## src/rtl/dpe_pkg.sv

```systemverilog
// Shared types and constants for the DPCM prefix-code encoder.
// No dependencies; imported by every module of the block.
`default_nettype none
package dpe_pkg;

  typedef struct packed {
    logic [7:0] sample;
    logic       last_sample;
  } in_item_t;

  typedef struct packed {
    logic [7:0] out_byte;
    logic       byte_kind;
    logic       last_byte;
  } out_item_t;

  // Item handed from the front part to the bit packer
  typedef struct packed {
    logic        raw;
    logic [6:0]  raw_val;
    logic [10:0] code;
    logic [3:0]  nbits;
    logic        last;
  } cmd_t;

  localparam int unsigned ACC_W = 18;
  localparam int unsigned CNT_W = 5;

  localparam logic KIND_RAW    = 1'b0;
  localparam logic KIND_PACKED = 1'b1;

  localparam logic [1:0] PFX_TWO   = 2'b10;
  localparam logic [2:0] PFX_FOUR  = 3'b110;
  localparam logic [2:0] PFX_EIGHT = 3'b111;
  localparam logic [7:0] BASE_FOUR  = 8'd6;
  localparam logic [7:0] BASE_EIGHT = 8'd22;

  localparam logic REG_CHANNELS = 1'b0;

endpackage
`default_nettype wire

```

## src/rtl/dpe_front.sv

```systemverilog
// Front part: channel tracking, first-pixel detection, DPCM difference,
// zigzag fold and prefix code selection. Depends on dpe_pkg.
`default_nettype none
module dpe_front
  import dpe_pkg::*;
#(
  parameter int unsigned MAX_CHANNELS = 3
) (
  input  wire logic     clk,
  input  wire logic     rst_n,
  input  wire logic [1:0] channels,
  input  wire logic     in_valid,
  output logic          in_ready,
  input  wire in_item_t in_data,
  output logic          cmd_valid,
  input  wire logic     cmd_ready,
  output cmd_t          cmd_data
);

  localparam int unsigned CW = (MAX_CHANNELS > 1) ? $clog2(MAX_CHANNELS) : 1;
  localparam logic [2:0] MAX_EFF = 3'(MAX_CHANNELS);

  logic [6:0] prev_r [MAX_CHANNELS];
  logic [6:0] prev_nxt [MAX_CHANNELS];
  logic [1:0] first_seen_r, first_seen_nxt;
  logic [1:0] ch_idx_r, ch_idx_nxt;

  logic [2:0] eff;
  logic [1:0] ch;
  logic [6:0] halved;
  logic [7:0] diff, y;
  logic       is_raw;
  logic       accept;

  assign accept   = in_valid && in_ready;
  assign in_ready = cmd_ready;
  assign cmd_valid = in_valid;
  assign halved   = in_data.sample[7:1];

  always_comb begin
    if (channels == 2'd0) begin
      eff = 3'd1;
    end else if ({1'b0, channels} > MAX_EFF) begin
      eff = MAX_EFF;
    end else begin
      eff = {1'b0, channels};
    end
    ch     = ({1'b0, ch_idx_r} >= eff) ? 2'd0 : ch_idx_r;
    is_raw = {1'b0, first_seen_r} < eff;
    diff   = {1'b0, halved} - {1'b0, prev_r[ch[CW-1:0]]};
    y      = diff[7] ? ~{diff[6:0], 1'b0} : {diff[6:0], 1'b0};
  end

  always_comb begin
    cmd_data.raw     = is_raw;
    cmd_data.raw_val = halved;
    cmd_data.last    = in_data.last_sample;
    if (y < 8'd2) begin
      cmd_data.code  = {10'd0, y[0]};
      cmd_data.nbits = 4'd2;
    end else if (y < BASE_FOUR) begin
      cmd_data.code  = {7'd0, PFX_TWO, 2'(y - 8'd2)};
      cmd_data.nbits = 4'd4;
    end else if (y < BASE_EIGHT) begin
      cmd_data.code  = {4'd0, PFX_FOUR, 4'(y - BASE_FOUR)};
      cmd_data.nbits = 4'd7;
    end else begin
      cmd_data.code  = {PFX_EIGHT, y - BASE_EIGHT};
      cmd_data.nbits = 4'd11;
    end
  end

  always_comb begin
    prev_nxt       = prev_r;
    first_seen_nxt = first_seen_r;
    ch_idx_nxt     = ch_idx_r;
    if (accept) begin
      prev_nxt[ch[CW-1:0]] = halved;
      if (is_raw) begin
        first_seen_nxt = first_seen_r + 2'd1;
      end
      ch_idx_nxt = ({1'b0, ch} + 3'd1 >= eff) ? 2'd0 : ch + 2'd1;
      if (in_data.last_sample) begin
        for (int i = 0; i < MAX_CHANNELS; i++) begin
          prev_nxt[i] = 7'd0;
        end
        first_seen_nxt = 2'd0;
        ch_idx_nxt     = 2'd0;
      end
    end
  end

  always_ff @(posedge clk) begin
    if (!rst_n) begin
      for (int i = 0; i < MAX_CHANNELS; i++) begin
        prev_r[i] <= 7'd0;
      end
      first_seen_r <= 2'd0;
      ch_idx_r     <= 2'd0;
    end else begin
      prev_r       <= prev_nxt;
      first_seen_r <= first_seen_nxt;
      ch_idx_r     <= ch_idx_nxt;
    end
  end

endmodule
`default_nettype wire

```

## src/rtl/dpe_cmd_queue.sv

```systemverilog
// Two-entry queue of coded items between the front part and the packer.
// Depends on dpe_pkg.
`default_nettype none
module dpe_cmd_queue
  import dpe_pkg::*;
(
  input  wire logic clk,
  input  wire logic rst_n,
  input  wire logic push_valid,
  output logic      push_ready,
  input  wire cmd_t push_data,
  output logic      pop_valid,
  input  wire logic pop_ready,
  output cmd_t      pop_data
);

  cmd_t       mem_r [2];
  logic       wr_ptr_r, wr_ptr_nxt;
  logic       rd_ptr_r, rd_ptr_nxt;
  logic [1:0] count_r, count_nxt;
  logic       push, pop;

  assign push_ready = count_r != 2'd2;
  assign pop_valid  = count_r != 2'd0;
  assign pop_data   = mem_r[rd_ptr_r];
  assign push       = push_valid && push_ready;
  assign pop        = pop_valid && pop_ready;

  always_comb begin
    wr_ptr_nxt = push ? ~wr_ptr_r : wr_ptr_r;
    rd_ptr_nxt = pop ? ~rd_ptr_r : rd_ptr_r;
    count_nxt  = count_r + {1'b0, push} - {1'b0, pop};
  end

  always_ff @(posedge clk) begin
    if (push) begin
      mem_r[wr_ptr_r] <= push_data;
    end
  end

  always_ff @(posedge clk) begin
    if (!rst_n) begin
      wr_ptr_r <= 1'b0;
      rd_ptr_r <= 1'b0;
      count_r  <= 2'd0;
    end else begin
      wr_ptr_r <= wr_ptr_nxt;
      rd_ptr_r <= rd_ptr_nxt;
      count_r  <= count_nxt;
    end
  end

endmodule
`default_nettype wire

```

## src/rtl/dpe_back.sv

```systemverilog
// Back part: bit packer, one output byte per cycle when the output is free,
// flush on the last item, output register. Depends on dpe_pkg.
`default_nettype none
module dpe_back
  import dpe_pkg::*;
(
  input  wire logic  clk,
  input  wire logic  rst_n,
  input  wire logic  cmd_valid,
  output logic       cmd_ready,
  input  wire cmd_t  cmd_data,
  output logic       out_valid,
  input  wire logic  out_ready,
  output out_item_t  out_data
);

  logic             active_r, active_nxt;
  logic             raw_r, raw_nxt;
  logic             last_r, last_nxt;
  logic [6:0]       raw_val_r, raw_val_nxt;
  logic [ACC_W-1:0] acc_r, acc_nxt;
  logic [CNT_W-1:0] cnt_r, cnt_nxt;
  logic             out_valid_r, out_valid_nxt;
  out_item_t        out_r, out_nxt;

  logic             slot_free, emit, s_done;
  logic             s_raw;
  logic [ACC_W-1:0] s_acc, b_acc, p_acc;
  logic [CNT_W-1:0] s_cnt, b_cnt, p_cnt;
  logic [7:0]       s_byte;
  logic             s_kind;
  logic             pop, work;

  assign slot_free = !out_valid_r || out_ready;
  assign emit      = active_r && slot_free;
  assign out_valid = out_valid_r;
  assign out_data  = out_r;

  always_comb begin
    s_raw  = 1'b0;
    s_acc  = acc_r;
    s_cnt  = cnt_r;
    s_kind = KIND_PACKED;
    if (raw_r) begin
      s_byte = {1'b0, raw_val_r};
      s_kind = KIND_RAW;
    end else if (cnt_r >= CNT_W'(8)) begin
      s_byte = 8'(acc_r >> (cnt_r - CNT_W'(8)));
      s_cnt  = cnt_r - CNT_W'(8);
    end else begin
      s_byte = 8'(acc_r << (CNT_W'(8) - cnt_r));
      s_cnt  = '0;
    end
    s_done = !s_raw && (s_cnt < CNT_W'(8)) && !(last_r && s_cnt != '0);
  end

  assign cmd_ready = !active_r || (emit && s_done);
  assign pop       = cmd_valid && cmd_ready;

  always_comb begin
    if (emit) begin
      b_acc = s_acc;
      b_cnt = (s_done && last_r) ? '0 : s_cnt;
    end else begin
      b_acc = acc_r;
      b_cnt = cnt_r;
    end
    if (cmd_data.raw) begin
      p_acc = b_acc;
      p_cnt = b_cnt;
    end else begin
      p_acc = (b_acc << cmd_data.nbits) | ACC_W'(cmd_data.code);
      p_cnt = b_cnt + CNT_W'(cmd_data.nbits);
    end
    work = cmd_data.raw || (p_cnt >= CNT_W'(8)) || (cmd_data.last && p_cnt != '0);
  end

  always_comb begin
    active_nxt  = active_r;
    raw_nxt     = raw_r;
    last_nxt    = last_r;
    raw_val_nxt = raw_val_r;
    acc_nxt     = b_acc;
    cnt_nxt     = b_cnt;
    if (emit) begin
      raw_nxt    = s_raw;
      active_nxt = !s_done;
    end
    if (pop) begin
      active_nxt  = work;
      raw_nxt     = cmd_data.raw;
      last_nxt    = cmd_data.last;
      raw_val_nxt = cmd_data.raw_val;
      acc_nxt     = p_acc;
      cnt_nxt     = (!work && cmd_data.last) ? '0 : p_cnt;
    end
  end

  always_comb begin
    out_valid_nxt = out_valid_r;
    out_nxt       = out_r;
    if (out_ready) begin
      out_valid_nxt = 1'b0;
    end
    if (emit) begin
      out_valid_nxt      = 1'b1;
      out_nxt.out_byte   = s_byte;
      out_nxt.byte_kind  = s_kind;
      out_nxt.last_byte  = last_r && s_done;
    end
  end

  always_ff @(posedge clk) begin
    raw_val_r <= raw_val_nxt;
    acc_r     <= acc_nxt;
    out_r     <= out_nxt;
  end

  always_ff @(posedge clk) begin
    if (!rst_n) begin
      active_r    <= 1'b0;
      raw_r       <= 1'b0;
      last_r      <= 1'b0;
      cnt_r       <= '0;
      out_valid_r <= 1'b0;
    end else begin
      active_r    <= active_nxt;
      raw_r       <= raw_nxt;
      last_r      <= last_nxt;
      cnt_r       <= cnt_nxt;
      out_valid_r <= out_valid_nxt;
    end
  end

  a_idle_partial: assert property (@(posedge clk) disable iff (!rst_n)
    !active_r |-> cnt_r < CNT_W'(8))
    else $error("idle packer holds a full byte");

  a_last_ends_item: assert property (@(posedge clk) disable iff (!rst_n)
    (emit && last_r && s_done) |=> (cnt_r == '0 || active_r))
    else $error("pending bits survive the last byte");

  a_no_pop_busy: assert property (@(posedge clk) disable iff (!rst_n)
    (active_r && !emit) |-> !cmd_ready)
    else $error("item taken while packer busy");

  a_raw_first: assert property (@(posedge clk) disable iff (!rst_n)
    (emit && raw_r) |=> out_valid_r && out_r.byte_kind == KIND_RAW)
    else $error("raw byte lost");

endmodule
`default_nettype wire

```

## src/rtl/dpcm_prefix_code_encoder_top.sv

```systemverilog
// DPCM prefix-code encoder: input, configuration register and output stage.
// Uses dpe_pkg, dpe_front, dpe_cmd_queue and dpe_back.
//
// Usage:
//   in_valid/in_ready/in_data carry one 8-bit sample and a last flag.
//   out_valid/out_ready/out_data carry one byte, its kind (raw or packed)
//   and a last-byte flag; the final byte of an image has last_byte set.
//   The APB port holds one register, channels, at byte address 0; write it
//   only while the block is idle.
//   Each sample is coded in the cycle it is taken and queued; the packer
//   emits one byte per cycle while the output register is free, zero to
//   three bytes per sample; it takes a new item only when idle or with
//   the last byte of the current one. From acceptance, a sample passes
//   the queue, packer state and output register before its first byte.
//   Reset clears the channel history, the partial byte and the queue and
//   sets channels to 1. When the receiver stalls, the output register holds
//   and the two-entry queue fills, after which in_ready drops.
`default_nettype none
module dpcm_prefix_code_encoder_top
  import dpe_pkg::*;
#(
  parameter int unsigned MAX_CHANNELS = 3
) (
  input  wire logic        clk,
  input  wire logic        rst_n,
  input  wire logic        in_valid,
  output logic             in_ready,
  input  wire in_item_t    in_data,
  output logic             out_valid,
  input  wire logic        out_ready,
  output out_item_t        out_data,
  input  wire logic        psel,
  input  wire logic        penable,
  input  wire logic        pwrite,
  input  wire logic [2:0]  paddr,
  input  wire logic [31:0] pwdata,
  output logic [31:0]      prdata,
  output logic             pready
);

  logic [1:0] channels_r, channels_nxt;
  logic       f_valid, f_ready;
  cmd_t       f_data;
  logic       q_valid, q_ready;
  cmd_t       q_data;

  assign pready = 1'b1;
  assign prdata = (paddr[2] == REG_CHANNELS) ? {30'd0, channels_r} : 32'd0;

  always_comb begin
    channels_nxt = channels_r;
    if (psel && penable && pwrite && paddr[2] == REG_CHANNELS) begin
      channels_nxt = pwdata[1:0];
    end
  end

  always_ff @(posedge clk) begin
    if (!rst_n) begin
      channels_r <= 2'd1;
    end else begin
      channels_r <= channels_nxt;
    end
  end

  dpe_front #(
    .MAX_CHANNELS(MAX_CHANNELS)
  ) u_front (
    .clk      (clk),
    .rst_n    (rst_n),
    .channels (channels_r),
    .in_valid (in_valid),
    .in_ready (in_ready),
    .in_data  (in_data),
    .cmd_valid(f_valid),
    .cmd_ready(f_ready),
    .cmd_data (f_data)
  );

  dpe_cmd_queue u_queue (
    .clk       (clk),
    .rst_n     (rst_n),
    .push_valid(f_valid),
    .push_ready(f_ready),
    .push_data (f_data),
    .pop_valid (q_valid),
    .pop_ready (q_ready),
    .pop_data  (q_data)
  );

  dpe_back u_back (
    .clk      (clk),
    .rst_n    (rst_n),
    .cmd_valid(q_valid),
    .cmd_ready(q_ready),
    .cmd_data (q_data),
    .out_valid(out_valid),
    .out_ready(out_ready),
    .out_data (out_data)
  );

endmodule
`default_nettype wire
```

## config.mk

```make
export PLATFORM = sky130hd
export DESIGN_NAME = dpcm_prefix_code_encoder_top
export DESIGN_NICKNAME = d
export VERILOG_FILES = /design/src/rtl/dpe_pkg.sv /design/src/rtl/dpe_front.sv /design/src/rtl/dpe_cmd_queue.sv /design/src/rtl/dpe_back.sv /design/src/rtl/dpcm_prefix_code_encoder_top.sv
export SDC_FILE = /design/constraint.sdc
export NUM_CORES = 1
export LEC_CHECK = 0
export BUFFER_PORTS_ARGS = -buffer_cell sky130_fd_sc_hd__buf_4
export CORE_ASPECT_RATIO = 0.5
export CORE_UTILIZATION = 30
export CTS_CLUSTER_DIAMETER = 80
export DETAILED_ROUTE_END_ITERATION = 16
export PLACE_DENSITY = 0.45
export SLEW_MARGIN = 20
export SYNTH_ARGS = -nofsm -noshare
export SYNTH_HDL_FRONTEND = slang
export SYNTH_SLANG_ARGS = --single-unit
```

## constraint.sdc

```tcl
create_clock -name clk -period 5.18 [get_ports clk]
set_input_delay 0.518 -clock clk [delete_from_list [all_inputs] [get_ports clk]]
set_output_delay 0.518 -clock clk [all_outputs]
set_load 0.005 [all_outputs]
```

==> run_results.csv <==
group,metric,value,unit
pwr,power_density,483.6,nW/um^2
timing,setup_tns,0,ps
worst_setup_path,cp.required,5310,ps
timing,finalCritPeriodShare,0.8912,
layout,diodes,0,
synth,synth_cells,725,
place,dp_slack,511.3,ps
layout,fill_cells,2467,
die,coreArea,24470,um^2
layout,post-route-util,0.3540,
synth,synthDistinctLibCells,72,
timing,skew,8.916,ps
timing,finalSetupViolCount,0,
die,die-area,26130,um^2
synth,ys.warnings.count,0,
worst_setup_path,critPathLaunchType,"flip-flop",
worst_setup_path,cp-end-kind,"flip-flop",
run,drv_cap,0,
global_routing,grt.total_usage,0.1426,
synth,syn_area,7636,um^2
clock_network,cts_setup_buffers,0,
place,place_hpwl,12920,um
synth,syn_avg_cell_area,10.53,um^2
worst_setup_path,crit_path_max_fanout,10,
routing,via_per_inst,5.078,
clock_network,clock-sinks,118,
timing,drv_slew,0,
timing,fin_crit,4616,ps
synth,synthDominantCellAreaShare,0.3028,
synth,async_flop_share,0,
global_routing,gr-total-overflow,0,
layout,drive_gt1_frac,0.1669,
die,row_count,40,
synth,synth_seq_cells,118,
clock_network,cts_tree,"done",
die,io_pins,96,
timing,tightest_slew,876.9,ps
routing,wl,17990,um
worst_setup_path,criticalPathCategory,"flip-flop to flip-flop",
clock_network,path_clk_slew,60,ps
synth,seq_area_frac_synth,0.4103,
timing,fin_ws,563.6,ps
clock_network,cts_resized,0,
synth,synth_area_leader_cell,"edfxtp_1",
clock_network,htree_levels,4,
die,die_x,227.6,um
clock_network,cts_buffers,17,
routing,dr.pass1.iters,5,
die,initial_core_util,0.3120,
die,die_h,114.8,um
routing,final_antenna_net_count,0,
layout,layout_common_cells,"77 x edfxtp_1, 49 x mux2i_1, 48 x nand2_1",
place,gp_routability_congestion,0.7765,
timing,slew_headroom,0.4147,
global_routing,antenna_found_initial,0,
layout,final_nets,826,
worst_setup_path,arrival,4750,ps
layout,layout_commonest_cell,"edfxtp_1",
status,status,"finished clean",
synth,synth_edf_count,77,
timing,holdWs,341.4,ps
synth,synth-main-ff-cell,"edfxtp_1",
routing,drt_iter0_drc,405,
global_routing,grt_pass1_vias,5319,
synth,netlist_top_cells_area,"edfxtp_1 30%, dfxtp_1 11%, mux2i_1 6.6%",
timing,fmax,216.6,MHz
layout,syn2layout_area_growth,13.47,%
routing,wire_per_inst,16.39,um
routing,drc_errors,0,
clock_network,holdBufCountCts,0,
global_routing,grt_pass1_wl,29020,um
routing,vias,5571,
timing,rsz0062_at_grt,"no",
clock_network,cts.path.max_buffers,2,
clock_network,root_buffer,"clkbuf_16",
pwr,irDropWorstVdd,0.0002495,V
place,io_buffers,31,
pwr,p_leak,3.190,nW
min_path,hp-class,"input pin to flip-flop",
timing,final_hold_viol_count,0,
global_routing,grt_start_max_net_pins,42,
clock_network,clk_latency,410,ps
## per-layer routing
metal	vias to the layer above	part of all wire	GRT usage
li1	2733	-	-
met1	2726	0.51	0.2045
met2	105	0.45	0.2177
met3	7	0.033	0.02990
met4	0	0.0061	0.03758
met5	-	0	0
## path summary, 6_finish.rpt
| path | startpoint | end | slack (ps) | cells after the start |
|---|---|---|---|---|
| min reg2reg | u_front.prev_r[0] | u_front.prev_r[0] | 510 | 2 |
| max reg2reg | channels_r[1] | u_queue.mem_r[1][10] | 560 | 18 |
| max | channels_r[1] | u_queue.mem_r[1][10] | 560 | 18 |
| min | pwdata[0] | channels_r[0] | 340 | 3 |
## final cells by class
class | count | area [um^2] | share of cell area
clock buffer | 20 | 456.7 | 0.05271
clock inverter | 12 | 106.4 | 0.01227
inverter | 30 | 112.6 | 0.01300
multi-input combinational | 540 | 4128 | 0.4764
sequential | 118 | 3133 | 0.3616
tap | 336 | 420.4 | 0.04852
timing repair buffer | 41 | 307.8 | 0.03552
## worst max-delay path: stages (launching register included)
cell	delay, ps
dfxtp_1	400
nand2b_1	140
ha_1	280
nand2b_1	140
a21oi_1	180
o21ai_1	230
a22oi_1	370
ha_1	190
nor2b_1	280
o2111ai_1	290
a31oi_2	540
inv_2	190
xnor2_1	230
ha_1	240
nor2_1	80
a21oi_1	160
o22ai_1	100
xnor2_1	170
a21oi_1	100
## logic make-up after synthesis
group / after synthesis / synth area share
AND/OR/NAND/NOR: 205 / 0.1473
AO/OA/AOI/OAI: 170 / 0.1589
flip-flops: 118 / 0.4103
buffers and inverters: 96 / 0.06439
multiplexers: 91 / 0.1525
adder cells (fa/ha/maj): 27 / 0.04719
XOR/XNOR: 16 / 0.01835
other: 2 / 0.0009835
## flip-flops by register name (all words and copies together), names as in the netlist, 2 cells and up, named ones only
name,flops
u_back.acc_r,18
channels_r,2
u_back.raw_val_r,7
u_queue.mem_r,42
u_back.out_data,10
u_front.ch_idx_r,2
u_front.first_seen_r,2
u_back.cnt_r,5
u_front.prev_r,21
u_queue.count_r,2
## through the flow
step	cell area [um^2]	std cells	power (mW)
global route	8665	1097	4.476
detailed placement	8097	1065	3.095
finish	8665	1097	4.190
floorplan	7745	754	2.638
CTS	8660	1097	4.220
global placement	8097	1065	3.088
## Yosys cell counts, types with 4 or more instances
cell,number
a211oi_1,10
nand2_1,48
a32oi_1,27
o21a_1,6
nand2b_1,10
buf_2,6
ha_1,24
xor2_1,4
and2_1,17
nor2b_1,41
o311ai_0,4
buf_4,31
mux2i_1,50
edfxtp_1,77
a21o_1,6
clkbuf_1,23
dfxtp_1,41
mux2_2,23
inv_1,25
a21oi_1,18
xnor2_1,12
nand3_1,17
buf_1,5
a22oi_1,7
or4_1,4
mux4_2,18
and3_1,6
o22ai_1,6
a22o_1,8
o21ai_1,4
nor3_1,6
or3_1,4
nor2_1,27
o211a_1,4
o211ai_1,6
o21ai_0,34
a31oi_1,7
## where the power goes
part           internal [mW]  leakage, nW  switching (mW)
Clock                  0.681        0.258           0.428
Combinational          0.712         1.89           0.932
Sequential              1.28         1.04           0.159
Total                   2.67         3.19            1.52
Power figures use the tool's default switching activity.
